$ cat src/hw/rtl/hcr_pkg.sv
`timescale 1ns / 1ps
`default_nettype none
package hcr_pkg;

    localparam logic [1:0] OP_INSERT  = 2'd0;
    localparam logic [1:0] OP_LOOKUP  = 2'd1;
    localparam logic [1:0] OP_CLEAR   = 2'd2;
    localparam logic [1:0] OP_DISCARD = 2'd3;

    localparam logic [1:0] MODE_CHAIN  = 2'd0;
    localparam logic [1:0] MODE_QUAD   = 2'd1;
    localparam logic [1:0] MODE_DOUBLE = 2'd2;
    localparam logic [1:0] MODE_LINEAR = 2'd3;

    localparam logic CFG_MODE = 1'b0;
    localparam logic CFG_SIZE = 1'b1;

    localparam int CFG_W    = 10;
    localparam int IN_W     = 24;
    localparam int OUT_W    = 56;
    localparam int VAL_IO_W = 16;
    localparam int IDX_W    = 10;
    localparam int COUNT_W  = 16;

    typedef enum logic [4:0] {
        DP_NOP,
        DP_ACCEPT,
        DP_KEY_CLEAR,
        DP_MOD_INIT,
        DP_MOD_STEP,
        DP_PROBE_INIT,
        DP_READ,
        DP_ADVANCE,
        DP_CMP_READ,
        DP_CMP_NEXT,
        DP_STORE,
        DP_COPY_READ,
        DP_COPY_WRITE,
        DP_LINK_HEAD,
        DP_OVF_TAKE,
        DP_COLL,
        DP_CLR_STEP,
        DP_RESULT
    } dp_op_t;

    typedef enum logic [2:0] {
        RES_HIT,
        RES_INSERT,
        RES_MISS,
        RES_FULL,
        RES_CLEAR
    } res_kind_t;

    typedef struct packed {
        dp_op_t    op;
        logic      link_old;
        res_kind_t kind;
    } dp_cmd_t;

    typedef struct packed {
        logic       key_last;
        logic [1:0] op;
        logic       chain;
        logic       used;
        logic       len_eq;
        logic       byte_eq;
        logic       byte_last;
        logic       more;
        logic       ovf_avail;
        logic       first_probe;
        logic       mod_done;
        logic       clr_last;
        logic       out_free;
    } dp_status_t;

endpackage
`default_nettype wire

$ cat src/hw/rtl/hcr_ctrl.sv
`timescale 1ns / 1ps
`default_nettype none
module hcr_ctrl
    import hcr_pkg::*;
(
    input  wire logic       aclk,
    input  wire logic       aresetn,
    input  wire logic       s_tvalid,
    output logic            s_tready,
    input  wire dp_status_t status,
    output dp_cmd_t         cmd
);

    typedef enum logic [4:0] {
        ST_CLEAR,
        ST_IDLE,
        ST_DECODE,
        ST_MOD,
        ST_PROBE_INIT,
        ST_READ,
        ST_CHECK,
        ST_ADVANCE,
        ST_CMP_RD,
        ST_CMP_CHK,
        ST_OVF,
        ST_STORE,
        ST_COPY_RD,
        ST_COPY_WR,
        ST_LINK,
        ST_RESULT
    } state_t;

    state_t    state_reg, state_next;
    logic      chain_reg, chain_next;
    logic      clr_report_reg, clr_report_next;
    res_kind_t kind_reg, kind_next;

    always_comb begin
        state_next      = state_reg;
        chain_next      = chain_reg;
        clr_report_next = clr_report_reg;
        kind_next       = kind_reg;
        cmd.op          = DP_NOP;
        cmd.link_old    = chain_reg;
        cmd.kind        = kind_reg;
        unique case (state_reg)
            ST_CLEAR: begin
                cmd.op = DP_CLR_STEP;
                if (status.clr_last) begin
                    kind_next  = RES_CLEAR;
                    state_next = clr_report_reg ? ST_RESULT : ST_IDLE;
                end
            end
            ST_IDLE: begin
                if (s_tvalid) begin
                    cmd.op     = DP_ACCEPT;
                    state_next = ST_DECODE;
                end
            end
            ST_DECODE: begin
                if (!status.key_last) begin
                    state_next = ST_IDLE;
                end else if (status.op == OP_DISCARD) begin
                    cmd.op     = DP_KEY_CLEAR;
                    state_next = ST_IDLE;
                end else if (status.op == OP_CLEAR) begin
                    clr_report_next = 1'b1;
                    state_next      = ST_CLEAR;
                end else begin
                    cmd.op     = DP_MOD_INIT;
                    state_next = ST_MOD;
                end
            end
            ST_MOD: begin
                if (status.mod_done) begin
                    state_next = ST_PROBE_INIT;
                end else begin
                    cmd.op = DP_MOD_STEP;
                end
            end
            ST_PROBE_INIT: begin
                cmd.op     = DP_PROBE_INIT;
                chain_next = 1'b0;
                state_next = ST_READ;
            end
            ST_READ: begin
                cmd.op     = DP_READ;
                state_next = ST_CHECK;
            end
            ST_CHECK: begin
                if (status.op == OP_INSERT) begin
                    if (status.used && status.first_probe) begin
                        cmd.op = DP_COLL;
                    end
                    if (!status.used) begin
                        state_next = ST_STORE;
                    end else if (status.chain ? status.ovf_avail : status.more) begin
                        state_next = status.chain ? ST_OVF : ST_ADVANCE;
                    end else begin
                        kind_next  = RES_FULL;
                        state_next = ST_RESULT;
                    end
                end else if (status.used && status.len_eq) begin
                    state_next = ST_CMP_RD;
                end else if (status.used && status.more) begin
                    state_next = ST_ADVANCE;
                end else begin
                    kind_next  = RES_MISS;
                    state_next = ST_RESULT;
                end
            end
            ST_ADVANCE: begin
                cmd.op     = DP_ADVANCE;
                state_next = ST_READ;
            end
            ST_CMP_RD: begin
                cmd.op     = DP_CMP_READ;
                state_next = ST_CMP_CHK;
            end
            ST_CMP_CHK: begin
                if (!status.byte_eq) begin
                    kind_next  = RES_MISS;
                    state_next = status.more ? ST_ADVANCE : ST_RESULT;
                end else if (status.byte_last) begin
                    kind_next  = RES_HIT;
                    state_next = ST_RESULT;
                end else begin
                    cmd.op     = DP_CMP_NEXT;
                    state_next = ST_CMP_RD;
                end
            end
            ST_OVF: begin
                cmd.op     = DP_OVF_TAKE;
                chain_next = 1'b1;
                state_next = ST_STORE;
            end
            ST_STORE: begin
                cmd.op     = DP_STORE;
                state_next = ST_COPY_RD;
            end
            ST_COPY_RD: begin
                cmd.op     = DP_COPY_READ;
                state_next = ST_COPY_WR;
            end
            ST_COPY_WR: begin
                cmd.op = DP_COPY_WRITE;
                if (status.byte_last) begin
                    kind_next  = RES_INSERT;
                    state_next = chain_reg ? ST_LINK : ST_RESULT;
                end else begin
                    state_next = ST_COPY_RD;
                end
            end
            ST_LINK: begin
                cmd.op     = DP_LINK_HEAD;
                state_next = ST_RESULT;
            end
            ST_RESULT: begin
                if (status.out_free) begin
                    cmd.op          = DP_RESULT;
                    clr_report_next = 1'b0;
                    state_next      = ST_IDLE;
                end
            end
            default: state_next = ST_IDLE;
        endcase
    end

    always_ff @(posedge aclk) begin
        if (!aresetn) begin
            state_reg      <= ST_CLEAR;
            chain_reg      <= 1'b0;
            clr_report_reg <= 1'b0;
            kind_reg       <= RES_MISS;
        end else begin
            state_reg      <= state_next;
            chain_reg      <= chain_next;
            clr_report_reg <= clr_report_next;
            kind_reg       <= kind_next;
        end
    end

    assign s_tready = state_reg == ST_IDLE;

endmodule
`default_nettype wire

$ cat config.mk
export PLATFORM = sky130hd
export DESIGN_NAME = hcr_ctrl
export DESIGN_NICKNAME = d
export VERILOG_FILES = /design/src/hw/rtl/hcr_pkg.sv /design/src/hw/rtl/hcr_ctrl.sv
export SDC_FILE = /design/constraint.sdc
export NUM_CORES = 1
export LEC_CHECK = 0
export ABC_AREA = 1
export BUFFER_PORTS_ARGS = -buffer_cell sky130_fd_sc_hd__buf_2
export CORE_MARGIN = 5
export CORE_UTILIZATION = 55
export DETAILED_ROUTE_END_ITERATION = 12
export GPL_ROUTABILITY_DRIVEN = 0
export GPL_TIMING_DRIVEN = 1
export PLACE_DENSITY_LB_ADDON = 0.12
export SLEW_MARGIN = 20
export SYNTH_ARGS = -nofsm -noshare
export SYNTH_HDL_FRONTEND = slang
export SYNTH_SLANG_ARGS = --single-unit
$ cat constraint.sdc
create_clock -name aclk -period 2.1 [get_ports aclk]
set_input_delay 0.21 -clock aclk [delete_from_list [all_inputs] [get_ports aclk]]
set_output_delay 0.21 -clock aclk [all_outputs]
set_load 0.02 [all_outputs]
==> flow_metrics.py <==
metrics = {
    "power": {
        "total_power_uw": 740,
        "power.density_mw_per_mm2": 655,
        "leakagePower_uw": 0.000640,
        "worst_ir_drop_vdd_mv": 0.397,
    },
    "run": {
        "max-cap-violations": 0,
    },
    "place": {
        "place.detailed.hpwl_microns": 2340,
        "port-buffer-count": 26,
        "pre_cts_slack_ns": 0.386,
    },
    "sta": {
        "grt_setup_unrepaired": "false",
        "final_report_setup_violation_count": 0,
        "relSlewSlack_pct": 64.9,
        "skew_ns": 0.000742,
        "timing.final.max_slew_violations": 0,
        "hold_violations": 0,
        "setup_tns_ns": 0,
        "finalCriticalPeriod_ns": 1.96,
        "final_critical_path_setup_slack_ns": 0.137,
        "final.period_utilization_pct": 93.5,
        "timing.fmax_mhz": 509,
        "max_slew.worst_pin.slew_ns": 0.525,
    },
    "layout": {
        "finish.net_count": 227,
        "share_of_post_route_cells_with_drive_strength_above_1_pct": 22.0,
        "antennaDiodeCount": 0,
        "area_delta_synth_final_pct": 17.2,
        "largest_register_ffs": 4,
    },
    "synth": {
        "most_used_standard_cell_by_instance_count_after_synthesis": "sky130_fd_sc_hd__nand2_1",
        "yosysTopAreaCell": "sky130_fd_sc_hd__nand2_1",
        "synth_top_cells_by_count": "sky130_fd_sc_hd__nand2_1 (49), sky130_fd_sc_hd__nor2_1 (35), sky130_fd_sc_hd__inv_1 (23), sky130_fd_sc_hd__nand3_1 (18)",
        "synth_fp_nets": 198,
        "synth.distinct_cells": 22,
        "postSynthRegisterBits": 9,
        "post_synth_instance_area_sq_um": 965,
        "netlist_top_cells_area": "sky130_fd_sc_hd__nand2_1 (19%), sky130_fd_sc_hd__dfxtp_1 (19%), sky130_fd_sc_hd__nor2_1 (14%), sky130_fd_sc_hd__nand3_1 (9.3%), sky130_fd_sc_hd__inv_1 (8.9%)",
        "yosysSeqAreaShare_pct": 18.7,
        "yosys_most_used_dff": "sky130_fd_sc_hd__dfxtp_1",
        "ys_warn_count": 0,
        "ys_async_sr_fraction_pct": 0,
        "netlist_instances": 181,
        "synth_area_per_cell_sq_um": 5.33,
        "synthDominantCellAreaShare_pct": 19.1,
        "synth_edf_count": 0,
    },
    "min_path": {
        "class_of_the_worst_hold_path": "input pin to flip-flop",
    },
    "grt": {
        "grt_antenna_before_repair": 0,
        "grt_pass1_vias": 1095,
        "gr-usage-all-layers_pct": 22.4,
        "grt_max_degree": 9,
        "grt.overflow.total": 0,
        "first_pass_grt_wire_length_microns": 4580,
    },
    "clocking": {
        "cts_buffers": 3,
        "post-cts-setup-buffer-count": 0,
        "tritoncts": "done",
        "tritoncts_num_sinks": 9,
        "quantity_of_hold_fixing_buffers_added_after_cts": 0,
        "clock-root-buffer": "sky130_fd_sc_hd__clkbuf_4",
        "cts_h_tree_lvls": 1,
        "worstSkewPairLatency_ns": 0.27,
        "ctsLongestPathBuffers": 2,
        "clk_pin_slew_worst_paths_ns": 0.07,
    },
    "worst_setup_path": {
        "cp_max_fo": 8,
        "end_kind": "output pin",
        "arrival_ns": 1.75,
        "critPathKind": "flip-flop to output pin",
        "timing.critical_path.from_type": "flip-flop",
        "cp.required_ns": 1.89,
    },
    "routing": {
        "postRouteAntennaNets": 0,
        "wire_per_inst_microns": 12.5,
        "detailedRoute.firstPassIterationCount": 6,
        "wl_microns": 2830,
        "routed_via_density": 5.64,
        "drtIter0Drc": 113,
        "route.vias.total": 1274,
        "remaining_drc_errors": 0,
    },
    "floorplan": {
        "floorplan.rows": 15,
        "fp.dieH_microns": 51.9,
        "boundaryPins": 27,
        "core_area_sq_mm": 0.00169,
        "fp.dieW_microns": 51.9,
        "initial_core_util_pct": 57.1,
        "die_area_sq_mm": 0.00269,
    },
    "outcome": {
        "status": "finished clean",
    },
}
-- worst max-delay path, stage by stage, from the launching register on --
cell and delay (ns):
sky130_fd_sc_hd__dfxtp_2 0.41, sky130_fd_sc_hd__inv_1 0.11, sky130_fd_sc_hd__nand2_1 0.13, sky130_fd_sc_hd__nor2_2 0.07, sky130_fd_sc_hd__nand4_1 0.15, sky130_fd_sc_hd__nand2_1 0.07, sky130_fd_sc_hd__a21oi_1 0.23, sky130_fd_sc_hd__nand4_1 0.13
sky130_fd_sc_hd__buf_2 0.18
-- worst paths after layout --
path,startpoint,depth (start not counted),slack [ns],end
worst min register to register,kind_reg[0],2,0.48,kind_reg[0]
worst min-delay path,aresetn,2,0.20,kind_reg[1]
worst max register to register,state_reg[1],6,0.53,state_reg[2]
worst max-delay path,state_reg[3],8,0.14,cmd[6]
-- cell usage in the layout (no fill, tap or decap), types with 3 or more instances in the layout --
master and count:
sky130_fd_sc_hd__a21oi_1 8, sky130_fd_sc_hd__buf_2 26, sky130_fd_sc_hd__clkbuf_4 3, sky130_fd_sc_hd__dfxtp_1 8, sky130_fd_sc_hd__inv_1 23, sky130_fd_sc_hd__nand2_1 49, sky130_fd_sc_hd__nand2_2 4, sky130_fd_sc_hd__nand3_1 18
sky130_fd_sc_hd__nand4_1 5, sky130_fd_sc_hd__nor2_1 33, sky130_fd_sc_hd__nor2_2 6, sky130_fd_sc_hd__o21ai_0 9
-- per-layer routing --
metal  up-vias  global-route usage, %  share of wire (%)  wire length, microns
li1        642                      -                  -                     -
met1       545                   25.8                 40                  1150
met2        73                   40.8                 48                  1360
met3        14                   5.73                8.4                   238
met4         0                   5.24                3.4                    95
met5         -                      0                  0                     0
-- per-stage QoR --
stage	instance area [sq um]	util (%)	std cells	hold slack, ns
2_1_floorplan	965	-	181	0.295
3_3_place_gp	1100	65.0	222	0.457
3_5_place_dp	1100	65.0	222	0.467
4_1_cts	1120	66.6	226	0.199
5_1_grt	1130	67.0	226	0.207
6_report	1130	67.0	226	0.199
-- cell type report --
| type | instances | area, sq um |
|---|---|---|
| multi-input cells | 146 | 681 |
| fillers | 166 | 558 |
| flip-flops and latches | 9 | 181 |
| repair buffers | 26 | 130 |
| inverters | 24 | 90.1 |
| clock buffers | 3 | 22.5 |
| well taps | 17 | 21.3 |
| clock inverters | 1 | 5.00 |
-- where the power goes --
group / total, uW / switching [uW] / internal [uW]
registers: 220 / 21.8 / 198
logic: 380 / 256 / 124
clock network: 140 / 69.8 / 70.5
total: 740 / 348 / 393
-- timing repair --
action,4_1_cts,5_1_grt
gates resized for setup,0,3
endpoints found under the setup margin,0,3
hold endpoints to repair,0,0
-- cells by family (layout without fill, tap and decap cells) --
| family | count (synthesis) | count (layout) | share of synthesized area (%) |
|---|---|---|---|
| AOI/OAI and AO/OA | 27 | 27 | 16.0 |
| and+or+nand+nor | 119 | 119 | 54.1 |
| DFF | 9 | 9 | 18.7 |
| buffers and inverters | 26 | 54 | 11.3 |
No activity file was read; power rests on OpenSTA's default activity.
